<file path="config.mk">
export PLATFORM = sky130hd
export DESIGN_NAME = button_debounce_long_press_flat
export DESIGN_NICKNAME = d
export VERILOG_FILES = /design/src/rtl/bdlp_pkg.sv /design/src/rtl/bdlp_in_if.sv /design/src/rtl/bdlp_ev_if.sv /design/src/rtl/button_debounce_long_press.sv /design/src/rtl/bdlp_ram.sv /design/src/flat_wrapper.sv
export VERILOG_INCLUDE_DIRS = /design/src /design/src/rtl
export SDC_FILE = /design/constraint.sdc
export NUM_CORES = 1
export LEC_CHECK = 0
export BUFFER_PORTS_ARGS = -buffer_cell sky130_fd_sc_hd__clkbuf_2
export CORE_MARGIN = 8
export CORE_UTILIZATION = 45
export DETAILED_ROUTE_END_ITERATION = 10
export PLACE_DENSITY = 0.7
export SLEW_MARGIN = 0
export SYNTH_ARGS = -nofsm -noshare
export SYNTH_HDL_FRONTEND = slang
export SYNTH_HIERARCHICAL = 1
export SYNTH_SLANG_ARGS = --single-unit
</file>
<file path="constraint.sdc">
create_clock -name clk_i -period 9.5 [get_ports clk_i]
set_input_delay 0.475 -clock clk_i [delete_from_list [all_inputs] [get_ports clk_i]]
set_output_delay 0.475 -clock clk_i [all_outputs]
set_load 0.005 [all_outputs]
</file>
<file path="src/rtl/assert_macros.svh">
// ----------------------------------------------------------------------------
// Assertion macros
// Concurrent assertion wrappers; they compile to nothing under SYNTHESIS.
// ----------------------------------------------------------------------------
`ifndef ASSERT_MACROS_SVH
`define ASSERT_MACROS_SVH

`ifndef SYNTHESIS
// Property must hold at every clock edge outside reset.
`define ASSERT_PROP(lbl, clk, rstn, prop) \
  lbl: assert property (@(posedge clk) disable iff (!rstn) prop) \
    else $error("assertion failed");
// Property must never hold at a clock edge outside reset.
`define ASSERT_NEVER(lbl, clk, rstn, prop) \
  lbl: assert property (@(posedge clk) disable iff (!rstn) not (prop)) \
    else $error("forbidden condition seen");
`else
`define ASSERT_PROP(lbl, clk, rstn, prop)
`define ASSERT_NEVER(lbl, clk, rstn, prop)
`endif

`endif

</file>
<file path="src/rtl/bdlp_pkg.sv">
// ----------------------------------------------------------------------------
// bdlp_pkg
// Types and constants of the button debounce / long-press block.
// ----------------------------------------------------------------------------
package bdlp_pkg;

  localparam int unsigned Buttons = 3;
  localparam int unsigned BtnW    = 2;
  localparam int unsigned TimeW   = 32;
  localparam int unsigned CfgW    = 16;

  localparam logic [15:0] BounceReset = 16'd100;
  localparam logic [15:0] LimitReset  = 16'd2000;

  typedef enum logic [0:0] {
    RegBounce = 1'b0,
    RegLimit  = 1'b1
  } reg_idx_e;

  typedef enum logic [1:0] {
    EvShort   = 2'd0,
    EvLong    = 2'd1,
    EvRelease = 2'd2
  } ev_kind_e;

  typedef enum logic [1:0] {
    PhIdle    = 2'd0,
    PhArmed   = 2'd1,
    PhPressed = 2'd2
  } phase_e;

  typedef struct packed {
    logic [Buttons-1:0] pressed_mask;
    logic [TimeW-1:0]   now_ms;
  } tick_t;

  typedef struct packed {
    logic [BtnW-1:0] button;
    logic [1:0]      event_kind;
    logic            last_of_tick;
  } event_t;

  // one state RAM entry per button
  typedef struct packed {
    phase_e           phase;
    logic [TimeW-1:0] start_time;
  } entry_t;

endpackage

</file>
<file path="src/rtl/bdlp_in_if.sv">
// ----------------------------------------------------------------------------
// bdlp_in_if
// Valid/ready channel that carries one tick.
// ----------------------------------------------------------------------------
interface bdlp_in_if;
  import bdlp_pkg::*;

  logic  valid;
  logic  ready;
  tick_t data;

  modport source (output valid, output data, input ready);
  modport sink (input valid, input data, output ready);
endinterface

</file>
<file path="src/rtl/bdlp_ev_if.sv">
// ----------------------------------------------------------------------------
// bdlp_ev_if
// Valid/ready channel that carries one button event.
// ----------------------------------------------------------------------------
interface bdlp_ev_if;
  import bdlp_pkg::*;

  logic   valid;
  logic   ready;
  event_t data;

  modport source (output valid, output data, input ready);
  modport sink (input valid, input data, output ready);
endinterface

</file>
<file path="src/rtl/button_debounce_long_press.sv">
// ----------------------------------------------------------------------------
// button_debounce_long_press
// Per-button debounce with short-press, long-press and release events.
// ----------------------------------------------------------------------------
// One tick (pressed mask plus millisecond time) is taken while the block is
// idle. Button states sit in a small state RAM; each button costs one
// read-modify-write step, a button that emits both a short press and a
// release takes one more step, and a closing step ends the tick; the event
// sink can stall any step that emits an event. Events leave one per cycle in
// button order while the sink does not stall, the final one of a tick
// flagged with last_of_tick; one event is held back until the next is known
// so that flag can be set. Entries carry a valid bit that reset clears, so
// no clearing pass follows reset.
// ----------------------------------------------------------------------------
`include "assert_macros.svh"

module button_debounce_long_press (
  input  logic                      clk_i,
  input  logic                      rst_ni,
  input  logic                      cfg_we_i,
  input  logic                      cfg_idx_i,
  input  logic [bdlp_pkg::CfgW-1:0] cfg_data_i,
  bdlp_in_if.sink                   in_i,
  bdlp_ev_if.source                 ev_o
);
  import bdlp_pkg::*;

  localparam int unsigned EntryW = $bits(entry_t);

  typedef enum logic [1:0] {
    S_IDLE,
    S_LOOK,
    S_SEC,
    S_FLUSH
  } state_e;

  state_e              st_q, st_d;
  logic [BtnW-1:0]     btn_q, btn_d;
  logic [Buttons-1:0]  mask_q, mask_d;
  logic [TimeW-1:0]    now_q, now_d;
  logic [CfgW-1:0]     bounce_q, bounce_d;
  logic [CfgW-1:0]     limit_q, limit_d;
  logic [Buttons-1:0]  valid_q, valid_d;
  logic                rd_vld_q, rd_vld_d;
  logic                pend_vld_q, pend_vld_d;
  logic [BtnW-1:0]     pend_btn_q, pend_btn_d;
  ev_kind_e            pend_kind_q, pend_kind_d;
  logic                out_vld_q, out_vld_d;
  event_t              out_q, out_d;

  logic                ram_we, ram_re;
  logic [BtnW-1:0]     ram_raddr;
  entry_t              ram_wdata;
  logic [EntryW-1:0]   ram_rdata;

  entry_t              cur, nxt;
  logic                down, gt_bounce, gt_long;
  logic [TimeW-1:0]    elapsed;
  logic [1:0]          ev_cnt;
  ev_kind_e            first_kind, push_kind;
  logic                can_push, step_ok, push, advance, last_btn, in_acc;

  bdlp_ram #(
    .WIDTH (EntryW),
    .DEPTH (Buttons)
  ) u_state_ram (
    .clk_i   (clk_i),
    .we_i    (ram_we),
    .waddr_i (btn_q),
    .wdata_i (ram_wdata),
    .re_i    (ram_re),
    .raddr_i (ram_raddr),
    .rdata_o (ram_rdata)
  );

  // never-written entries read as idle with zero start time
  assign cur       = rd_vld_q ? entry_t'(ram_rdata)
                              : entry_t'{phase: PhIdle, start_time: '0};
  assign down      = mask_q[btn_q];
  assign elapsed   = now_q - cur.start_time;
  assign gt_bounce = elapsed > {{(TimeW-CfgW){1'b0}}, bounce_q};
  assign gt_long   = elapsed > {{(TimeW-CfgW){1'b0}}, limit_q};

  always_comb begin
    nxt        = cur;
    ev_cnt     = 2'd0;
    first_kind = EvRelease;
    if (down) begin
      case (cur.phase)
        PhArmed: begin
          if (gt_bounce) nxt.phase = PhPressed;
        end
        PhPressed: begin
          if (gt_long) begin
            ev_cnt     = 2'd1;
            first_kind = EvLong;
          end
        end
        default: begin
          nxt.phase      = PhArmed;
          nxt.start_time = now_q;
        end
      endcase
    end else begin
      case (cur.phase)
        PhArmed: begin
          if (gt_bounce) begin
            nxt.phase      = PhIdle;
            nxt.start_time = '0;
          end
        end
        PhPressed: begin
          nxt.phase      = PhIdle;
          nxt.start_time = '0;
          if (gt_bounce && !gt_long) begin
            ev_cnt     = 2'd2;
            first_kind = EvShort;
          end else begin
            ev_cnt     = 2'd1;
          end
        end
        default: begin
          nxt.phase = PhIdle;
        end
      endcase
    end
  end

  assign in_acc    = in_i.valid && in_i.ready;
  assign can_push  = !out_vld_q || ev_o.ready;
  assign last_btn  = (btn_q == BtnW'(Buttons - 1));
  assign step_ok   = (st_q == S_LOOK) && ((ev_cnt == 2'd0) || can_push);
  assign push      = ((st_q == S_LOOK) && (ev_cnt != 2'd0) && can_push)
                  || ((st_q == S_SEC) && can_push);
  assign push_kind = (st_q == S_SEC) ? EvRelease : first_kind;
  assign advance   = (step_ok && (ev_cnt != 2'd2)) || ((st_q == S_SEC) && can_push);

  assign ram_we    = step_ok;
  assign ram_wdata = nxt;
  assign ram_re    = in_acc || (advance && !last_btn);
  assign ram_raddr = in_acc ? '0 : BtnW'(btn_q + 1'b1);

  assign in_i.ready = (st_q == S_IDLE);
  assign ev_o.valid = out_vld_q;
  assign ev_o.data  = out_q;

  always_comb begin
    st_d        = st_q;
    btn_d       = btn_q;
    mask_d      = mask_q;
    now_d       = now_q;
    bounce_d    = bounce_q;
    limit_d     = limit_q;
    valid_d     = valid_q;
    rd_vld_d    = rd_vld_q;
    pend_vld_d  = pend_vld_q;
    pend_btn_d  = pend_btn_q;
    pend_kind_d = pend_kind_q;
    out_vld_d   = out_vld_q && !ev_o.ready;
    out_d       = out_q;

    if (cfg_we_i) begin
      case (reg_idx_e'(cfg_idx_i))
        RegBounce: bounce_d = cfg_data_i;
        RegLimit:  limit_d  = cfg_data_i;
        default:   ;
      endcase
    end

    if (ram_re) begin
      rd_vld_d = valid_q[ram_raddr];
    end
    if (ram_we) begin
      valid_d[btn_q] = 1'b1;
    end

    // hand the held event to the output, hold the new one back
    if (push) begin
      if (pend_vld_q) begin
        out_vld_d = 1'b1;
        out_d     = '{button: pend_btn_q, event_kind: pend_kind_q, last_of_tick: 1'b0};
      end
      pend_vld_d  = 1'b1;
      pend_btn_d  = btn_q;
      pend_kind_d = push_kind;
    end

    case (st_q)
      S_IDLE: begin
        if (in_acc) begin
          mask_d = in_i.data.pressed_mask;
          now_d  = in_i.data.now_ms;
          btn_d  = '0;
          st_d   = S_LOOK;
        end
      end
      S_LOOK, S_SEC: begin
        if (step_ok && (ev_cnt == 2'd2)) begin
          st_d = S_SEC;
        end else if (advance) begin
          if (last_btn) begin
            st_d = S_FLUSH;
          end else begin
            btn_d = BtnW'(btn_q + 1'b1);
            st_d  = S_LOOK;
          end
        end
      end
      S_FLUSH: begin
        if (!pend_vld_q) begin
          st_d = S_IDLE;
        end else if (can_push) begin
          out_vld_d  = 1'b1;
          out_d      = '{button: pend_btn_q, event_kind: pend_kind_q, last_of_tick: 1'b1};
          pend_vld_d = 1'b0;
          st_d       = S_IDLE;
        end
      end
      default: begin
        st_d = S_IDLE;
      end
    endcase
  end

  always_ff @(posedge clk_i or negedge rst_ni) begin
    if (!rst_ni) begin
      st_q        <= S_IDLE;
      btn_q       <= '0;
      mask_q      <= '0;
      now_q       <= '0;
      bounce_q    <= BounceReset;
      limit_q     <= LimitReset;
      valid_q     <= '0;
      rd_vld_q    <= 1'b0;
      pend_vld_q  <= 1'b0;
      pend_btn_q  <= '0;
      pend_kind_q <= EvRelease;
      out_vld_q   <= 1'b0;
      out_q       <= '0;
    end else begin
      st_q        <= st_d;
      btn_q       <= btn_d;
      mask_q      <= mask_d;
      now_q       <= now_d;
      bounce_q    <= bounce_d;
      limit_q     <= limit_d;
      valid_q     <= valid_d;
      rd_vld_q    <= rd_vld_d;
      pend_vld_q  <= pend_vld_d;
      pend_btn_q  <= pend_btn_d;
      pend_kind_q <= pend_kind_d;
      out_vld_q   <= out_vld_d;
      out_q       <= out_d;
    end
  end

  `ASSERT_NEVER(a_idle_no_pend, clk_i, rst_ni, (st_q == S_IDLE) && pend_vld_q)
  `ASSERT_PROP(a_accept_starts_walk, clk_i, rst_ni, in_acc |=> (st_q == S_LOOK) && (btn_q == '0))
  `ASSERT_PROP(a_second_after_first, clk_i, rst_ni, (st_q == S_SEC) |-> pend_vld_q)
  `ASSERT_PROP(a_last_closes_tick, clk_i, rst_ni,
               (st_q == S_FLUSH) && pend_vld_q && can_push |=> (st_q == S_IDLE) && out_q.last_of_tick)

endmodule

</file>
<file path="src/rtl/bdlp_ram.sv">
// ----------------------------------------------------------------------------
// bdlp_ram
// Generic single-write, single-read RAM with registered read data.
// ----------------------------------------------------------------------------
module bdlp_ram #(
  parameter int unsigned WIDTH = 8,
  parameter int unsigned DEPTH = 4,
  localparam int unsigned AW   = (DEPTH > 1) ? $clog2(DEPTH) : 1
) (
  input  logic             clk_i,
  input  logic             we_i,
  input  logic [AW-1:0]    waddr_i,
  input  logic [WIDTH-1:0] wdata_i,
  input  logic             re_i,
  input  logic [AW-1:0]    raddr_i,
  output logic [WIDTH-1:0] rdata_o
);

  logic [WIDTH-1:0] mem_q [DEPTH];
  logic [WIDTH-1:0] rdata_q;

  always_ff @(posedge clk_i) begin
    if (we_i) begin
      mem_q[waddr_i] <= wdata_i;
    end
    if (re_i) begin
      rdata_q <= mem_q[raddr_i];
    end
  end

  assign rdata_o = rdata_q;

endmodule

</file>
<file path="src/flat_wrapper.sv">
// flat-port wrapper written by rule: the top's interface ports become plain ports
module button_debounce_long_press_flat import bdlp_pkg::*;
  (clk_i, rst_ni, cfg_we_i, cfg_idx_i, cfg_data_i, in_i_valid, in_i_data, in_i_ready, ev_o_valid, ev_o_data, ev_o_ready);
  bdlp_in_if in_i_i ();
  bdlp_ev_if ev_o_i ();
  input  logic clk_i;
  input  logic rst_ni;
  input  logic cfg_we_i;
  input  logic cfg_idx_i;
  input  logic [bdlp_pkg::CfgW-1:0] cfg_data_i;
  input wire logic [$bits(in_i_i.valid)-1:0] in_i_valid;
  input wire logic [$bits(in_i_i.data)-1:0] in_i_data;
  output wire logic [$bits(in_i_i.ready)-1:0] in_i_ready;
  output wire logic [$bits(ev_o_i.valid)-1:0] ev_o_valid;
  output wire logic [$bits(ev_o_i.data)-1:0] ev_o_data;
  input wire logic [$bits(ev_o_i.ready)-1:0] ev_o_ready;
  assign in_i_i.valid = in_i_valid;
  assign in_i_i.data = in_i_data;
  assign in_i_ready = in_i_i.ready;
  assign ev_o_valid = ev_o_i.valid;
  assign ev_o_data = ev_o_i.data;
  assign ev_o_i.ready = ev_o_ready;
  button_debounce_long_press u_core (.clk_i(clk_i), .rst_ni(rst_ni), .cfg_we_i(cfg_we_i), .cfg_idx_i(cfg_idx_i), .cfg_data_i(cfg_data_i), .in_i(in_i_i), .ev_o(ev_o_i));
endmodule
</file>
==> summary.md, run 1 <==
| Metric | Value |
|---|---|
| Outcome | `finished clean` |
| Initial Util | `45.6%` |
| Largest net degree at the start of global routing | `69` |
| Setup_tns | `0 ps` |
| # nets final | `1282` |
| Reg2reg end | `u_core/u_state_ram/mem_q[0][15]` |
| Clk buf depth | `3` |
| Tmin final | `5860 ps` |
| Die span in y | `181 um` |
| Fmax | `171 MHz` |
| Mapped Cells | `1096` |
| Number of synthesized register bits | `222` |
| Antenna violations before repair | `0` |
| DR iter-0 viols | `644` |
| Via count | `8490` |
| Post-synth EDFFs | `136` |
| TritonCTS buffer count | `25` |
| CTS root buf | `clkbuf_16` |
| R2r setup slk | `3640 ps` |
| Overall routed net length | `28.1 mm` |
| Final period util | `61.7%` |
| YS warnings | `6` |
| Worst slew pin tran | `845 ps` |
| Syn-to-layout area delta | `11.6%` |
| Setup WS pre-CTS | `3740 ps` |
| Critical path endpoint | `u_core/u_state_ram/mem_q[0][15]` |
| Share of the yosys chip area belonging to registers | `51.0%` |
| R2r startpoint | `u_core/rd_vld_q` |
| Critical Path Source | `u_core/rd_vld_q` |
| Ports | `64` |
| Hpwl dp | `19.6 mm` |
| Synth area leader | `edfxtp_1` |
| Share of post-route cells with drive strength above 1 | `22.4%` |
| Worst Hold Class | `input pin to flop` |
| Cell area after synthesis | `12300 um^2` |
| Die area | `32800 um^2` |
| Clock Latency Late Sink | `530 ps` |
| Storage cell area | `6250 um^2` |
| Critical path fanouts, max | `34` |
| First-pass GRT wire length | `45.0 mm` |
| Count leader, synth | `nand2_1` |
| GR Overflow Total | `0` |
| CORE AREA | `26900 um^2` |
| Top cells by area, synth | `edfxtp_1, dfrtp_1, ha_1` |
| Setup Crit Path Kind | `flop to flop` |
| Mapped Nets | `1228` |
| Fin. max-slew vios | `0` |
| Synth cell types | `88` |
| Die width | `181 um` |
| Post-synth ARST share | `38.7%` |
| IO Port Bufs | `63` |
| Top post-synthesis cells by count | `nand2_1, edfxtp_1, dfrtp_1, ha_1, nor2_1` |
| Final Hold Fails | `0` |
| Vias in the first global route | `8458` |
| Yosys top cell area share | `33.3%` |
| Fillers | `2366` |
| Syn Area/Cell | `11.2 um^2` |
| Crit end category | `flop` |
| Post-DR wirelength/cell | `18.6 um` |
| Setup violations, final | `0` |
| CTS sink count | `222` |
| Antenna diodes | `0` |
| H-tree depth | `1` |
| Gr usage total | `16.8%` |
| CTS tree | `yes` |
| Number of cell rows | `60` |
| Gpl congestion | `0.896` |
| Worst Path Arrival | `6010 ps` |
| Max Cap Viol | `0` |
| Via density | `5.62` |
| Reg2reg path depth | `20` |
| Remaining antenna violation count | `0` |
| Footprint of the multi-input gates | `5490 um^2` |
| CP required | `9660 ps` |
| DRC viols | `0` |
| Setup Skew | `17.9 ps` |
| Crit path launch type | `flop` |
| Primary FF master, synth | `edfxtp_1` |
| First drt pass iteration count | `5` |
| Reg clk slew, reported paths | `60 ps` |
| Slew margin rel. | `43.6%` |
| RSZ-0062 raised after global routing | `false` |
| Final WS setup | `3640 ps` |
[how the worst min path moves through the flow]
stage | start | to | slack (ps) | cells past startpoint
floorplan | rst_ni | u_core/bounce_q[0] | 180 | 0
global placement | rst_ni | u_core/mask_q[0] | 420 | 1
detailed placement | rst_ni | u_core/mask_q[0] | 420 | 1
CTS | cfg_data_i[6] | u_core/bounce_q[6] | 150 | 3
global route | in_i_data[4] | u_core/now_q[4] | 160 | 2
finish | cfg_data_i[6] | u_core/bounce_q[6] | 160 | 3
[kinds of logic (layout without fill, tap and decap cells)]
logic type,after synthesis,count (layout),synth area share (%)
xor gates and xnor gates,24,24,1.78
DFF,222,222,51.0
adders and majority gates,75,75,7.72
AOI/OAI and AO/OA,253,253,14.7
muxes,95,95,8.35
and+or+nand+nor,320,320,12.1
buffers and inverters,107,180,4.38
[metrics by stage]
stage / instance area (um^2) / std cells / hold slack [ps] / util, %
after floorplan: 12300 / 1096 / 179 / -
after global placement: 12800 / 1463 / 416 / 47.6
after detailed placement: 12800 / 1463 / 420 / 47.6
after CTS: 13700 / 1510 / 145 / 50.9
after global routing: 13700 / 1510 / 162 / 50.9
final: 13700 / 1510 / 161 / 50.9
[metal layers]
| layer | GRT usage [%] | share of wire [%] | up-vias |
|---|---|---|---|
| li1 | - | - | 4138 |
| met1 | 22.6 | 45 | 4114 |
| met2 | 28.3 | 48 | 198 |
| met3 | 2.11 | 5.2 | 40 |
| met4 | 4.69 | 2.0 | 0 |
| met5 | 0 | 0 | - |
[sequential cells by signal, summed over array words and instances, names as in the netlist]
name and count:
u_core/u_state_ram/mem_q 102, u_core/btn_q 2, u_core/u_state_ram/rdata_o 34, u_core/mask_q 3, u_core/bounce_q 16, u_core/now_q 32, u_core/pend_vld_q 1, u_core/ev_o.valid 1
u_core/valid_q 3, u_core/rd_vld_q 1, u_core/st_q 2, u_core/pend_kind_q 2, u_core/pend_btn_q 2, u_core/limit_q 16, u_core/ev_o.data 5
[layout by cell type, fill, tap and decap left out, types with 13 or more instances in the layout]
cell type and count:
o21ai_1 34, a21oi_1 41, clkbuf_16 26, dfrtp_1 76, a21o_1 14, inv_1 55
nor2_1 65, nand4_1 13, clkbuf_2 62, nand2_1 167, ha_1 74, edfxtp_1 136
o21ai_0 56, o221a_2 31, mux2i_1 37, buf_4 15, mux2_2 57
[cell type report]
| cell class | count | share of cell area (%) |
|---|---|---|
| flip-flops and latches | 222 | 45.7 |
| well taps | 341 | 3.12 |
| clock inverters | 14 | 1.13 |
| repair buffers | 78 | 3.17 |
| clock buffers | 32 | 5.14 |
| inverters | 56 | 1.54 |
| multi-input cells | 767 | 40.2 |
[what timing repair did]
action,CTS,global route
hold buffers,1,0
hold endpoints to repair,27,0
setup buffers,0,0
gates resized for setup,0,0
[critical path: stages (launching register included)]
cell	delay, ps
dfrtp_1	870
nand2_1	210
ha_1	410
o211ai_1	130
a21oi_2	160
o211ai_2	170
a211o_1	380
a21boi_2	220
nor2_1	70
xnor2_1	210
ha_1	340
and3_1	190
nand4_1	110
or2_2	310
o22a_2	260
nor4_1	170
nand2_1	110
nand2_1	210
and2_1	260
nor3b_2	190
buf_4	480
Power of run 1 is not shown: default switching activity piles up to over one toggle a cycle in this logic, so the estimate is an artifact.
==> run 2: changes to the inputs <==
Clock period 9.5 ns to 5.5 ns, I/O delays scaled along.
==> summary.md, run 2 (synthesis gave the netlist of run 1 again) <==
| Metric | Value |
|---|---|
| Outcome | `finished clean` |
| First-pass GRT wire length | `45.3 mm` |
| Setup violations, final | `0` |
| Gr usage total | `16.7%` |
| Clock Latency Late Sink | `530 ps` |
| Worst Hold Class | `input pin to flop` |
| Fillers | `2328` |
| CTS tree | `yes` |
| CTS root buf | `clkbuf_16` |
| DR iter-0 viols | `555` |
| IO Port Bufs | `63` |
| Footprint of the multi-input gates | `5520 um^2` |
| Die span in y | `181 um` |
| # nets final | `1337` |
| Hold wc startpoint | `in_i_data[1]` |
| Share of post-route cells with drive strength above 1 | `22.7%` |
| First drt pass iteration count | `5` |
| Syn-to-layout area delta | `16.7%` |
| Max FFs per register | `102` |
| Initial Util | `45.6%` |
| R2r setup slk | `350 ps` |
| CORE AREA | `26900 um^2` |
| Crit end category | `flop` |
| Clk buf depth | `3` |
| Final period util | `93.7%` |
| GR Overflow Total | `0` |
| Worst Hold Path Cells | `3` |
| Tmin final | `5150 ps` |
| Via count | `8715` |
| Worst Path Arrival | `5370 ps` |
| H-tree depth | `1` |
| Die area | `32800 um^2` |
| Hold Path Sink | `u_core/now_q[1]` |
| Die width | `181 um` |
| Storage cell area | `6250 um^2` |
| Remaining antenna violation count | `0` |
| Ports | `64` |
| CP required | `5720 ps` |
| Reg2reg end | `u_core/u_state_ram/rdata_o[17]` |
| CTS sink count | `222` |
| Commonest non-fill, non-tap cell in the layout | `nand2_1` |
| Reg2reg path depth | `20` |
| Critical path fanouts, max | `34` |
| Post-DR wirelength/cell | `17.8 um` |
| Worst slew pin tran | `1090 ps` |
| Vias in the first global route | `8719` |
| R2r startpoint | `u_core/rd_vld_q` |
| Fin. max-slew vios | `0` |
| Antenna violations before repair | `0` |
| Final Hold Fails | `0` |
| RSZ-0062 raised after global routing | `false` |
| Setup Skew | `20.0 ps` |
| Via density | `5.57` |
| Max Cap Viol | `0` |
| Number of cell rows | `60` |
| Slew margin rel. | `27.6%` |
| DRC viols | `0` |
| Hpwl dp | `19.4 mm` |
| Setup Crit Path Kind | `flop to flop` |
| Setup_tns | `0 ps` |
| Overall routed net length | `27.9 mm` |
| TritonCTS buffer count | `25` |
| Most flop-heavy register | `u_core/u_state_ram/mem_q` |
| Crit path launch type | `flop` |
| Antenna diodes | `0` |
| Gpl congestion | `0.878` |
| Largest net degree at the start of global routing | `69` |
| Fmax | `194 MHz` |
| Reg clk slew, reported paths | `60 ps` |
| Most frequent cells in the layout | `nand2_1, edfxtp_1, dfrtp_1` |
-- run 2: cell types whose count changed in the layout (fill, tap and decap cells not counted), sizes merged --
| cell | change |
|---|---|
| buf | +5 |
| inv | -2 |
| clkinv | +2 |
| dlygate4sd3 | +50 |
-- run 2: critical path, cell delays in order, from the launching register on --
cell and delay (ps):
dfrtp_2 480, nand2_1 120, inv_1 50, ha_1 190, fa_1 410, nand2b_1 180, a21oi_1 250, o21ai_1 160
o21a_1 240, xnor2_1 340, ha_1 200, and3_1 170, nand4_1 130, or2_2 320, o22a_2 270, or4_1 470
nor3_1 150, o21ai_0 90, a31oi_1 240, inv_1 70, buf_4 300
-- run 2: what timing repair did --
| item | 4_1_cts | 5_1_grt |
|---|---|---|
| resized for setup | 0 | 5 |
| setup endpoints to repair | 0 | 158 |
| endpoints found under the hold margin | 99 | 0 |
| hold buffers | 51 | 0 |
| setup buffers | 0 | 0 |
-- run 2: metrics by stage --
| step | worst slack, ps | util [%] | std cells | hold WS [ps] | area [um^2] |
|---|---|---|---|---|---|
| after floorplan | 36.0 | - | 1096 | -20.6 | 12300 |
| final | 347 | 53.2 | 1565 | 37.7 | 14300 |
| after global placement | 347 | 48.0 | 1468 | 295 | 12900 |
| after global routing | 4.07 | 53.2 | 1565 | 50.2 | 14300 |
| after CTS | 217 | 53.1 | 1565 | 13.4 | 14300 |
| after detailed placement | 242 | 48.0 | 1468 | 305 | 12900 |
-- run 2: area by class of cell --
type | count | area share, %
clock buffer | 32 | 5.01
clock inverter | 14 | 1.09
inverter | 56 | 1.47
multi-input combinational | 767 | 38.6
sequential | 222 | 43.7
tap | 341 | 2.98
timing repair buffer | 133 | 7.14
-- run 2: how the worst max path moves through the flow --
stage,end,startpoint,slack [ps],depth (start not counted)
2_1_floorplan,u_core/u_state_ram/mem_q[0][0],u_core/rd_vld_q,40,21
3_3_place_gp,u_core/u_state_ram/rdata_o[18],u_core/rd_vld_q,350,20
3_5_place_dp,u_core/u_state_ram/rdata_o[18],u_core/rd_vld_q,240,19
4_1_cts,u_core/u_state_ram/rdata_o[13],u_core/rd_vld_q,220,19
5_1_grt,u_core/u_state_ram/rdata_o[13],u_core/rd_vld_q,4,19
6_report,u_core/u_state_ram/rdata_o[17],u_core/rd_vld_q,350,20
-- run 2: layer usage --
metal | track usage, % | wire (um) | vias to the layer above
li1 | - | - | 4233
met1 | 22.9 | 12900 | 4234
met2 | 27.5 | 13100 | 209
met3 | 2.21 | 1420 | 39
met4 | 4.26 | 421 | 0
met5 | 0 | 0 | -
Power of run 2 is left out for the same reason.
==> run 3: changes to the inputs <==
Settings changed: PLACE_DENSITY 0.7 to unset.
==> summary.md, run 3 (synthesis gave the netlist of run 1 again) <==
| Metric | Value |
|---|---|
| Hpwl dp | `20.7 mm` |
| Antenna violations before repair | `0` |
| First drt pass iteration count | `6` |
| Critical path's largest stage delay | `470 ps` |
| # nets final | `1336` |
| DRC viols | `0` |
| Post-DR wirelength/cell | `18.4 um` |
| Worst Hold Class | `input pin to flop` |
| Clk buf depth | `3` |
| Vias in the first global route | `8506` |
| Largest net degree at the start of global routing | `62` |
| Critical path buffer and inverter count | `3` |
| Critical-path top delay cell | `or4_1` |
| Reg clk slew, reported paths | `60 ps` |
| Die area | `32800 um^2` |
| Max Cap Viol | `0` |
| Number of cell rows | `60` |
| CP cell instances | `buf_4 > nand2_1 > ha_1 > o211ai_2 > a211o_1 > a21boi_2 > nor2_1 > xnor2_1 > ha_1 > and3_1 > nand4_1 > or2_2 > o22a_2 > or4_1 > nor3_1 > o21ai_0 > a31oi_1 > inv_1 > buf_4` |
| Final Hold Fails | `0` |
| CTS tree | `yes` |
| Setup violations, final | `0` |
| Critical path fanouts, max | `34` |
| Crit path max-delay family | `simple AND/OR/NAND/NOR gates` |
| Share of post-route cells with drive strength above 1 | `22.3%` |
| CTS root buf | `clkbuf_16` |
| First-pass GRT wire length | `46.8 mm` |
| GR Overflow Total | `0` |
| Tmin final | `5090 ps` |
| Crit path launch type | `flop` |
| Via count | `8580` |
| Gr usage total | `17.5%` |
| Die width | `181 um` |
| DR iter-0 viols | `637` |
| Max FFs per register | `102` |
| Critical Path Source | `u_core/rd_vld_q` |
| Gpl congestion | `0.925` |
| CORE AREA | `26900 um^2` |
| Most frequent cells in the layout | `nand2_1, edfxtp_1, dfrtp_1` |
| Via density | `5.49` |
| Slew margin rel. | `28.5%` |
| Setup_tns | `0 ps` |
| Initial Util | `45.6%` |
| Most flop-heavy register | `u_core/u_state_ram/mem_q` |
| R2r startpoint | `u_core/rd_vld_q` |
| Overall routed net length | `28.7 mm` |
| Final period util | `92.5%` |
| Worst Path Arrival | `5300 ps` |
| Remaining antenna violation count | `0` |
| H-tree depth | `1` |
| Die span in y | `181 um` |
| Setup Skew | `12.3 ps` |
| Crit end category | `flop` |
| Worst slew pin tran | `1070 ps` |
| R2r setup slk | `410 ps` |
| TritonCTS buffer count | `25` |
| CP required | `5720 ps` |
| RSZ-0062 raised after global routing | `false` |
| Setup Crit Path Kind | `flop to flop` |
| CTS sink count | `222` |
| IO Port Bufs | `63` |
| Antenna diodes | `0` |
| Ports | `64` |
| Fin. max-slew vios | `0` |
| Hold wc startpoint | `cfg_data_i[12]` |
| Commonest non-fill, non-tap cell in the layout | `nand2_1` |
| Fmax | `196 MHz` |
| Clock Latency Late Sink | `520 ps` |
| Outcome | `finished clean` |
| Syn-to-layout area delta | `16.0%` |
-- run 3: cell types whose count changed in the layout (fill, tap and decap cells not counted), moves of 2 or more --
cell,before,now
clkinvlp_4,0,4
clkbuf_8,4,0
buf_6,0,4
clkinv_1,0,2
clkinv_2,8,6
buf_12,4,1
buf_4,16,14
-- run 3: routing by layer --
layer | up-vias | part of all wire [%] | track usage (%)
met5 | - | 0 | 0
met4 | 0 | 2.5 | 4.53
met3 | 41 | 4.4 | 2.35
met2 | 182 | 47 | 29.0
met1 | 4124 | 46 | 24.0
li1 | 4233 | - | -
-- run 3: final timing paths --
check	cells after the start	end
min in group asynchronous	2	u_core/mask_q[0]
min reg2reg	1	u_core/valid_q[1]
min	3	u_core/bounce_q[12]
max in group asynchronous	3	u_core/rd_vld_q
max reg2reg	19	u_core/u_state_ram/rdata_o[15]
max	19	u_core/u_state_ram/rdata_o[15]
-- run 3: cell type report --
cell class / count / area, um^2
multi-input cells: 767 / 5520
well taps: 341 / 427
flip-flops and latches: 222 / 6250
clock inverters: 18 / 184
fillers: 2352 / 12700
inverters: 56 / 210
repair buffers: 132 / 991
clock buffers: 27 / 633
-- run 3: metrics by stage --
stage | utilization, % | area [um^2] | worst slack (ps) | instances | hold slack, ps
6_report | 52.9 | 14200 | 411 | 1563 | 27.7
2_1_floorplan | - | 12300 | 36.0 | 1096 | -20.6
3_5_place_dp | 47.8 | 12900 | 280 | 1467 | 219
3_3_place_gp | 47.8 | 12900 | 398 | 1467 | 216
5_1_grt | 52.9 | 14200 | 30.1 | 1563 | 22.5
4_1_cts | 52.8 | 14200 | 260 | 1563 | 12.2
-- run 3: tightest hold or removal path, stage by stage --
cell and delay (ps):
clkbuf_2 100, nand2_1 50, o21ai_0 70
-- run 3: what timing repair did --
item | CTS | global route
endpoints found under the setup margin | 0 | 143
buffers inserted | 0 | 0
resized for setup | 0 | 9
hold buffers | 51 | 0
endpoints found under the hold margin | 82 | 0
Power of run 3 is left out for the same reason.
